`src/hw/rtl/gcrd_pkg.sv`:
```
`timescale 1ns / 1ps
// ----------------------------------------------------------------------------
// gcrd_pkg
// Shared types, sizes and the 5-to-4 GCR code table for the sector decoder.
// ----------------------------------------------------------------------------
package gcrd_pkg;

	localparam int BLOCK_BYTES = 256;
	localparam int GROUPS      = BLOCK_BYTES / 4;
	localparam int GRP_W       = $clog2(GROUPS + 2);

	localparam logic [7:0] MARKER   = 8'h07;
	localparam logic [7:0] BAD_CODE = 8'hFF;

	localparam logic [1:0] STATUS_OK         = 2'd0;
	localparam logic [1:0] STATUS_BAD_MARKER = 2'd1;
	localparam logic [1:0] STATUS_BAD_CSUM   = 2'd2;

	localparam logic [2:0] PHASE_LAST = 3'd4;

	typedef logic [GRP_W-1:0] grp_t;

	localparam grp_t GROUP_LAST = grp_t'(GROUPS);

	typedef struct packed {
		logic [7:0] gcr_byte;
		logic       block_start;
	} gcrd_in_t;

	typedef struct packed {
		logic [7:0] data_byte;
		logic       data_valid;
		logic [1:0] block_status;
		logic       block_done;
	} gcrd_out_t;

	typedef struct packed {
		logic [7:0] bits;      // leftover GCR bits, right aligned, zero above
		logic [2:0] phase;     // byte position within the five byte group
		grp_t       group;     // group index within the block
		logic [7:0] csum;      // running XOR of the payload bytes
		logic       discard;   // ignore input until the next block start
	} gcrd_state_t;

	function automatic logic [7:0] gcr_code(input logic [4:0] code);
		logic [7:0] v;
		unique case (code)
			5'h09:   v = 8'd8;
			5'h0A:   v = 8'd0;
			5'h0B:   v = 8'd1;
			5'h0D:   v = 8'd12;
			5'h0E:   v = 8'd4;
			5'h0F:   v = 8'd5;
			5'h12:   v = 8'd2;
			5'h13:   v = 8'd3;
			5'h15:   v = 8'd15;
			5'h16:   v = 8'd6;
			5'h17:   v = 8'd7;
			5'h19:   v = 8'd9;
			5'h1A:   v = 8'd10;
			5'h1B:   v = 8'd11;
			5'h1D:   v = 8'd13;
			5'h1E:   v = 8'd14;
			default: v = BAD_CODE;
		endcase
		return v;
	endfunction

	// A bad high code leaves nibble F after the shift; a bad low code forces 0xFF.
	function automatic logic [7:0] gcr_decode_pair(input logic [9:0] pair);
		logic [7:0] hi;
		logic [7:0] lo;
		hi = gcr_code(pair[9:5]);
		lo = gcr_code(pair[4:0]);
		return {hi[3:0], 4'h0} | lo;
	endfunction

endpackage

```
`src/hw/rtl/gcr_sector_block_decoder_top.sv`:
```
`timescale 1ns / 1ps
// ----------------------------------------------------------------------------
// gcr_sector_block_decoder_top
// GCR 5-to-4 sector data block decoder with marker and checksum check.
// ----------------------------------------------------------------------------
// The block takes one GCR byte per cycle while no result waits untaken in
// the output register. A byte passes an input register, then the decode and
// block state logic, and its result, if any, is registered in the output
// register. Each payload byte is delivered as soon as its ten code bits
// are in; the word that ends a block carries block_done and the status. Bytes
// that follow a finished or rejected block produce no word until block_start.
// ----------------------------------------------------------------------------
module gcr_sector_block_decoder_top (
	input  logic                clk,
	input  logic                arst_n,
	input  logic                item_valid,
	output logic                item_ready,
	input  gcrd_pkg::gcrd_in_t  item,
	output logic                result_valid,
	input  logic                result_ready,
	output gcrd_pkg::gcrd_out_t result
);
	import gcrd_pkg::*;

	logic        item_valid_s1;
	gcrd_in_t    item_s1;
	gcrd_state_t state_q;
	gcrd_state_t state_next;
	gcrd_out_t   step_res;
	logic        step_has_result;
	logic        result_valid_q;
	gcrd_out_t   result_q;
	logic        advance;

	assign advance    = item_valid_s1 && (!result_valid_q || result_ready);
	assign item_ready = !item_valid_s1 || advance;

	always_ff @(posedge clk or negedge arst_n) begin
		if (!arst_n) begin
			item_valid_s1 <= 1'b0;
		end else if (item_ready) begin
			item_valid_s1 <= item_valid;
		end
	end

	always_ff @(posedge clk) begin
		if (item_ready && item_valid) begin
			item_s1 <= item;
		end
	end

	gcrd_step u_step (
		.cur        (state_q),
		.item       (item_s1),
		.nxt        (state_next),
		.res        (step_res),
		.has_result (step_has_result)
	);

	always_ff @(posedge clk or negedge arst_n) begin
		if (!arst_n) begin
			state_q <= '0;
		end else if (advance) begin
			state_q <= state_next;
		end
	end

	always_ff @(posedge clk or negedge arst_n) begin
		if (!arst_n) begin
			result_valid_q <= 1'b0;
		end else if (advance) begin
			result_valid_q <= step_has_result;
		end else if (result_ready) begin
			result_valid_q <= 1'b0;
		end
	end

	always_ff @(posedge clk) begin
		if (advance) begin
			result_q <= step_res;
		end
	end

	assign result_valid = result_valid_q;
	assign result       = result_q;

	// A word is either a payload byte or a block status, never both.
	a_word_kind: assert property (@(posedge clk) disable iff (!arst_n)
		result_valid_q |-> (result_q.data_valid != result_q.block_done))
		else $error("result word is neither or both payload and status");

	a_phase_range: assert property (@(posedge clk) disable iff (!arst_n)
		state_q.phase <= PHASE_LAST)
		else $error("group phase out of range");

	a_stall_blocks: assert property (@(posedge clk) disable iff (!arst_n)
		(item_valid_s1 && result_valid_q && !result_ready) |-> !item_ready)
		else $error("input accepted while the pipeline is stalled");

	// After a rejected marker the rest of the block must be dropped.
	a_marker_discard: assert property (@(posedge clk) disable iff (!arst_n)
		(advance && step_has_result && step_res.block_done &&
		 step_res.block_status == STATUS_BAD_MARKER) |=> state_q.discard)
		else $error("bad marker did not start discarding");

endmodule

```
`src/hw/rtl/gcrd_step.sv`:
```
`timescale 1ns / 1ps
// ----------------------------------------------------------------------------
// gcrd_step
// Next-state and result logic for one GCR byte of a sector block.
// ----------------------------------------------------------------------------
module gcrd_step (
	input  gcrd_pkg::gcrd_state_t cur,
	input  gcrd_pkg::gcrd_in_t    item,
	output gcrd_pkg::gcrd_state_t nxt,
	output gcrd_pkg::gcrd_out_t   res,
	output logic                  has_result
);
	import gcrd_pkg::*;

	gcrd_state_t st;
	logic [9:0]  pair;
	logic [7:0]  bits_next;
	logic [7:0]  dec;

	always_comb begin
		if (item.block_start) begin
			st = '0;
		end else begin
			st = cur;
		end
	end

	// Each non-first byte of a group completes one ten bit code pair.
	always_comb begin
		unique case (st.phase)
			3'd1: begin
				pair      = {st.bits, item.gcr_byte[7:6]};
				bits_next = {2'b00, item.gcr_byte[5:0]};
			end
			3'd2: begin
				pair      = {st.bits[5:0], item.gcr_byte[7:4]};
				bits_next = {4'h0, item.gcr_byte[3:0]};
			end
			3'd3: begin
				pair      = {st.bits[3:0], item.gcr_byte[7:2]};
				bits_next = {6'b000000, item.gcr_byte[1:0]};
			end
			3'd4: begin
				pair      = {st.bits[1:0], item.gcr_byte};
				bits_next = 8'h00;
			end
			default: begin
				pair      = 10'h000;
				bits_next = item.gcr_byte;
			end
		endcase
	end

	assign dec = gcr_decode_pair(pair);

	always_comb begin
		nxt        = st;
		res        = '0;
		has_result = 1'b0;
		if (!st.discard) begin
			nxt.bits = bits_next;
			if (st.phase == PHASE_LAST) begin
				nxt.phase = 3'd0;
				nxt.group = st.group + grp_t'(1);
				if (st.group == GROUP_LAST) begin
					nxt.discard = 1'b1;
				end
			end else begin
				nxt.phase = st.phase + 3'd1;
			end
			if (st.phase != 3'd0) begin
				if (st.group == '0 && st.phase == 3'd1) begin
					if (dec != MARKER) begin
						res.block_status = STATUS_BAD_MARKER;
						res.block_done   = 1'b1;
						has_result       = 1'b1;
						nxt.discard      = 1'b1;
					end
				end else if (st.group < GROUP_LAST ||
						(st.group == GROUP_LAST && st.phase == 3'd1)) begin
					nxt.csum       = st.csum ^ dec;
					res.data_byte  = dec;
					res.data_valid = 1'b1;
					has_result     = 1'b1;
				end else if (st.group == GROUP_LAST && st.phase == 3'd2) begin
					res.block_status = (dec != st.csum) ? STATUS_BAD_CSUM : STATUS_OK;
					res.block_done   = 1'b1;
					has_result       = 1'b1;
				end
			end
		end
	end

endmodule

```
`config.mk`:
```
export PLATFORM = sky130hd
export DESIGN_NAME = gcr_sector_block_decoder_top
export DESIGN_NICKNAME = d
export VERILOG_FILES = /design/src/hw/rtl/gcrd_pkg.sv /design/src/hw/rtl/gcr_sector_block_decoder_top.sv /design/src/hw/rtl/gcrd_step.sv
export SDC_FILE = /design/constraint.sdc
export NUM_CORES = 1
export LEC_CHECK = 0
export BUFFER_PORTS_ARGS = -buffer_cell sky130_fd_sc_hd__buf_4
export CAP_MARGIN = 10
export CORE_MARGIN = 2
export CORE_UTILIZATION = 50
export DETAILED_ROUTE_END_ITERATION = 8
export PLACE_DENSITY = 0.68
export SLEW_MARGIN = 10
export SYNTH_ARGS = -nofsm -noshare
export SYNTH_HDL_FRONTEND = slang
export SYNTH_SLANG_ARGS = --single-unit
export TNS_END_PERCENT = 10
```
`constraint.sdc`:
```
create_clock -name clk -period 4.8 [get_ports clk]
set_input_delay 0.24 -clock clk [delete_from_list [all_inputs] [get_ports clk]]
set_output_delay 0.24 -clock clk [all_outputs]
set_load 0.05 [all_outputs]
```
== Yosys cells after proc, flatten, opt, wreduce, memory -nomap -nowiden ==
Memory sizes are Yosys's and may differ from the RTL's.
Cells that the tools add are included.
W data, S select, Z words.

* Bits in registers: 50
* Bits in read-only memories: 512
* Word-level logic and storage cells: 72
* Input port bits: 13
* Output and inout bits: 14
* Memories kept: 2

* Bitwise logic cells: 4
* Multiplexer cells: 27
* Add/subtract/negate cells: 2
* $lt $le $gt $ge: 1
* Reductions and logical operators: 16
* Equality and inequality tests: 7

{| class="wikitable"
|+ Memory list
! memory !! words !! bits a word !! read ports !! clocked after memory_dff !! wr ports !! line !! text
|-
| (name not given) || 32 || 8 || 1 || 0 || 0 || gcrd_pkg.sv:47 || <nowiki>unique case (code)</nowiki>
|-
| (name not given) || 32 || 8 || 1 || 0 || 0 || gcrd_pkg.sv:47 ||
|}

{| class="wikitable"
|+ Operators with widths
! operator !! count
|-
| $mux W27 || 2
|-
| $pmux W10 S4 || 1
|-
| $pmux W8 S4 || 1
|-
| $mux W8 || 2
|-
| $mux W1 || 13
|-
| $mux W3 || 4
|-
| $mux W9 || 1
|-
| $ne A8 B3 Y1 const B || 1
|-
| $ne A8 B8 Y1 || 1
|-
| $or A8 B8 Y8 || 1
|-
| $xor A8 B8 Y8 || 1
|-
| $add A7 B1 Y7 const B || 1
|-
| $eq A7 B7 Y1 const B || 1
|-
| $logic_not A7 Y1 || 1
|-
| $lt A7 B7 Y1 const B || 1
|-
| $mux W7 || 1
|-
| $eq A3 B2 Y1 const B || 2
|-
| $logic_and A1 B1 Y1 || 5
|-
| $mux W2 || 2
|-
| $reduce_or A4 Y1 || 1
|-
| $add A3 B1 Y3 const B || 1
|-
| $eq A3 B1 Y1 const B || 1
|-
| $eq A3 B3 Y1 const B || 1
|-
| $logic_or A1 B1 Y1 || 3
|-
| 6 further kinds || 8
|}

== Longest topological paths before layout ==
An unclocked memory read counts as a cell.

* Depth after elaboration: 11
* Depth in mapped cells: 18
* Depth with buffers taken out: 14

== By module ==
From an unflattened synthesis, not the netlist that was laid out.

* Cells, all modules: 378
* Area, all modules: 3748.6 um^2

{| class="wikitable"
|+ Modules (own cells, without submodules)
! module !! sequential area each (um^2) !! times used !! cells each !! area each (um^2)
|-
| gcrd_step || 0.0 || 1 || 291 || 1938.1
|-
| gcr_sector_block_decoder_top || 1356.3 || 1 || 87 || 1810.5
|}

== Least setup slack after synthesis ==
OpenSTA, ideal clock, no wires.

* Path kind: register -> register
* From: register item_s1[0] (netlist bit)
* To: register result_q, in the netlist result[0] (data pin)
* Clock period less this slack: 4.301 ns
* Arrival time: 4.047 ns
* Slack: 0.499 ns
* Setup time: 0.254 ns
* Stages on the path, launching flop included: 17
* Path buffers: 5
* Required time: 4.546 ns
* Path through: edfxtp_1 clkbuf_1 clkbuf_1 clkbuf_1 clkbuf_1 nor2_1 ha_1 a211oi_2 buf_6 a41oi_1 ha_1 a2111oi_0 a31oi_1 nor4b_4 nand4_2 and3_4 nand2b_4

* Longest elaborated chain between the ends: 8
* Elaborated cells on any way between the ends: 24
* Those cells by class: order compare (1); eq/ne (6); mux (6); bitwise (2); reduce/logical (7); memory (2)

{| class="wikitable"
|+ Ends and longest elaborated chain
! item !! line !! text
|-
| from (decl) || gcr_sector_block_decoder_top.sv:26 || <nowiki>gcrd_in_t item_s1;</nowiki>
|-
| from (signal assigned) || gcr_sector_block_decoder_top.sv:48 || <nowiki>item_s1 <= item;</nowiki>
|-
| $mux W27 (*) || gcrd_step.sv:21 || <nowiki>if (item.block_start) begin</nowiki>
|-
| $eq A3 B3 Y1 (tied with other cells) || gcrd_step.sv:30 || <nowiki>unique case (st.phase)</nowiki>
|-
| $pmux W10 S4 || gcrd_step.sv:30 ||
|-
| $mem_v2 Z32 W8 || n/a ||
|-
| $or A8 B8 Y8 || gcrd_pkg.sv:75 || <nowiki>return {hi[3:0], 4'h0} | lo;</nowiki>
|-
| $ne A8 B3 Y1 || gcrd_step.sv:73 || <nowiki>if (dec != MARKER) begin</nowiki>
|-
| $mux W2 || gcrd_step.sv:73 ||
|-
| $mux W3 || gcrd_step.sv:72 || <nowiki>if (st.group == '0 && st.phase == 3'd1) begin</nowiki>
|-
| to (signal assigned) || gcr_sector_block_decoder_top.sv:80 || <nowiki>result_q <= step_res;</nowiki>
|-
| to (decl) || gcr_sector_block_decoder_top.sv:32 || <nowiki>gcrd_out_t result_q;</nowiki>
|}

Mark *: on every way between the ends. The rest lies on a longest branch, timed or not.
A chain may end at the register's enable or synchronous reset.

== Final worst setup path ==
* From: register state_q[16] (netlist bit)
* To: register result_q, in the netlist result[0] (data pin)

* Longest elaborated chain between the ends: 8
* Elaborated cells on any way between the ends: 21
* Those cells by class: eq/ne (5); mux (6); bitwise (2); reduce/logical (6); memory (2)

{| class="wikitable"
|+ Ends and longest elaborated chain
! item !! line !! text
|-
| from (decl) || gcr_sector_block_decoder_top.sv:27 || <nowiki>gcrd_state_t state_q;</nowiki>
|-
| from (signal assigned) || gcr_sector_block_decoder_top.sv:64 || <nowiki>state_q <= state_next;</nowiki>
|-
| $mux W27 (*) || gcrd_step.sv:21 ||
|-
| $eq A3 B3 Y1 (tied with other cells) || gcrd_step.sv:30 ||
|-
| $pmux W10 S4 || gcrd_step.sv:30 ||
|-
| $mem_v2 Z32 W8 || n/a ||
|-
| $or A8 B8 Y8 || gcrd_pkg.sv:75 ||
|-
| $ne A8 B3 Y1 || gcrd_step.sv:73 ||
|-
| $mux W2 || gcrd_step.sv:73 ||
|-
| $mux W3 || gcrd_step.sv:72 ||
|}

Marked as above.

==> results.yml <==
status:
  status: "finished, violations left"
  violations: "DRC"
timing:
  maxSlewViolCount: 0
  fin_skew_ns: 0.0112
  fin_hold_ws_ns: 0.105
  rsz0062_at_grt: "no"
  fin_crit_sh: 0.856
  tightest_slew_ns: 0.807
  finalHoldViolCount: 0
  timing.fmax_mhz: 243
  min_period_ns: 4.11
  setup_violations: 0
  tns_ns: 0
  slew_headroom: 0.461
clock_network:
  ctsResizeCount: 0
  clockBufferDepth: 2
  cts_setup_buffers: 0
  insertion_delay_ns: 0.31
  clockRootBuffer: "clkbuf_8"
  clk_pin_slew_worst_paths_ns: 0.10
  cts.sinks: 50
  cts_tree: "yes"
  htree_num_levels: 2
  cts_buffers: 5
floorplanning:
  ioPinCount: 27
  die_area_mm2: 0.00735
  die_w_um: 85.7
  die_h_um: 85.7
  row_count: 29
  start_util: 0.520
  coreArea_mm2: 0.00642
synth:
  synth_edf_count: 21
  synth_common_cells: "nand2_1, nor2_1, dfrtp_1, o21ai_0, edfxtp_1"
  post_synth_inst_count: 364
  mappedNetlistArea_mm2: 0.00334
  synth.top_cells.by_area: "dfrtp_1, edfxtp_1, nand2_1"
  yosys_warnings: 0
  synthFlopType: "dfrtp_1"
  syn_avg_cell_area_um2: 9.17
  synth_nets: 386
  post-synth-top-count-cell: "nand2_1"
  synth_top_cell_by_area: "dfrtp_1"
  synth_top_area_frac: 0.217
  ys_async_sr_fraction: 0.580
  ys_seq_elements: 50
  ys_types: 61
  yosysSeqAreaShare: 0.406
worst_hold_path:
  hp-class: "primary input to flop"
  min_path_cells: 1
  hold_path_startpoint: "item[6]"
  holdPathEnd: "item_s1[6]"
finish:
  fin_util: 0.579
  drive_gt1_frac: 0.157
  layout.cells.non_filler: 466
  area_delta_synth_final_pct: 11.4
  diodes: 0
  finalNetCount: 410
place:
  numPortBuffers: 26
  dpl.cell_count: 457
  gp_congestion: 0.874
  hpwlAfterDp_um: 5430
power_and_ir_drop:
  ir_drop_mv: 0.258
  power_density_mw_per_mm2: 552
  cellLeakagePower_nw: 1.50
critical_path:
  worst_ep_arrival_time_ns: 4.19
  r2r-end: "result[0]"
  cpMostUsedCell: "ha_1"
  r2r-start: "state_q[16]"
  startpoint_type: "flop"
  required_ns: 4.88
  reg2reg_depth: 14
  slowest_delay_ns: 0.76
  cp_max_fo: 23
  crit_slowest_cell: "dfrtp_1"
  endpoint_kind: "flop"
  setup.reg_to_reg.worst_slack_ns: 0.69
  crit_type: "flop to flop"
  path_cells: "nand2_1 -> nor2_1 -> ha_1 -> nor2b_1 -> a22oi_1 -> o31ai_1 -> inv_1 -> ha_1 -> a2111oi_0 -> a31oi_1 -> nor4b_4 -> nand4_2 -> and3_4 -> nand2b_4"
global_routing:
  grt_pass1_wl_um: 12900
  overflow: 0
  grt_max_degree: 30
  grt_use_total: 0.219
  antenna_found_initial: 0
  grt_pass1_vias: 2650
drt:
  postRouteWirelength_um: 7480
  avgRoutedWirePerCell_um: 16.1
  ant_nets: 0
  drt-initial-drc-count: 165
  via_per_inst: 5.99
  drc: 4
  first_pass_iters: 8
  vias: 2790
job:
  drv_cap: 0
cells in the final DEF, fill, tap and decap left out, types with 4 or more instances in the layout:
cell,netlist,routed
a211oi_1,4,4
a21oi_1,17,17
a22o_1,4,4
a22oi_1,6,6
a31oi_1,5,5
and2_1,5,5
and3b_1,11,11
buf_4,3,33
clkbuf_8,0,5
dfrtp_1,29,29
edfxtp_1,21,21
ha_1,9,9
inv_1,13,13
mux2i_1,11,11
nand2_1,49,49
nand3_1,9,9
nand3b_1,5,5
nor2_1,37,37
nor2b_1,4,4
nor3_1,7,7
o21ai_0,29,29
o22ai_1,5,5
o31ai_1,4,4
or2_2,4,4
xor2_1,5,5
logic make-up (layout without fill, tap and decap cells):
kind of cell,count (synthesis),after routing,share of synthesized area
and+or+nand+nor,150,150,0.248
adders and majority gates,9,9,0.0337
DFF,50,50,0.406
buffers and inverters,31,56,0.0416
muxes,12,12,0.0363
xor gates and xnor gates,8,8,0.0210
AOI/OAI and AO/OA,104,104,0.213
metal layers:
layer	global-route usage	up-vias	wire [µm]
met5	0	-	0
met4	0.0707	0	131
met3	0.0356	14	357
met2	0.354	82	3480
met1	0.301	1312	3520
li1	-	1382	-
report_power, final:
group / internal, mW / total [mW] / leakage [nW] / switching [mW]
clock: 0.157 / 0.312 / 0.0585 / 0.155
sequential: 0.597 / 0.793 / 0.581 / 0.196
combinational: 0.363 / 0.948 / 0.861 / 0.585
state kept, by name (all words and copies together) (netlist names):
| register | cells |
|---|---|
| state_q | 27 |
| result_valid | 1 |
| item_s1 | 9 |
| result | 12 |
| item_valid_s1 | 1 |
per-stage QoR:
stage          instance area, µm²  worst slack, ns  power [mW]
3_3_place_gp                 3600            0.942        1.73
2_1_floorplan                3340            0.499        1.51
3_5_place_dp                 3600            0.756        1.74
5_1_grt                      3720            0.287        2.20
6_report                     3720            0.693        2.05
4_1_cts                      3720            0.744        2.05
cell type report:
| type | count | area, µm² |
|---|---|---|
| well taps | 77 | 96.3 |
| flip-flops and latches | 50 | 1360 |
| fillers | 569 | 2700 |
| clock buffers | 5 | 68.8 |
| clock inverters | 3 | 43.8 |
| multi-input cells | 283 | 1840 |
| inverters | 14 | 52.6 |
| repair buffers | 34 | 258 |
repair_timing:
item	4_1_cts	5_1_grt
hold buffers	1	0
endpoints found under the setup margin	0	0
hold endpoints to repair	29	0
worst max-delay path: cells and delay by family, from the launching register on:
family,cells,cell delay (ns)
AND/OR/NAND/NOR,7,1.38
AO/OA/AOI/OAI,4,0.96
flip-flops,1,0.76
adder cells (fa/ha/maj),2,0.58
buffers and inverters,1,0.19
worst max-delay path by stage:
stage / from / end / slack (ns)
3_5_place_dp: state_q[16] / result[0] / 0.76
2_1_floorplan: item_s1[0] / result[0] / 0.50
4_1_cts: state_q[16] / result[0] / 0.74
5_1_grt: state_q[16] / result[0] / 0.29
3_3_place_gp: item_s1[0] / result[0] / 0.94
6_report: state_q[16] / result[0] / 0.69
No activity file was read; power rests on OpenSTA's default activity.
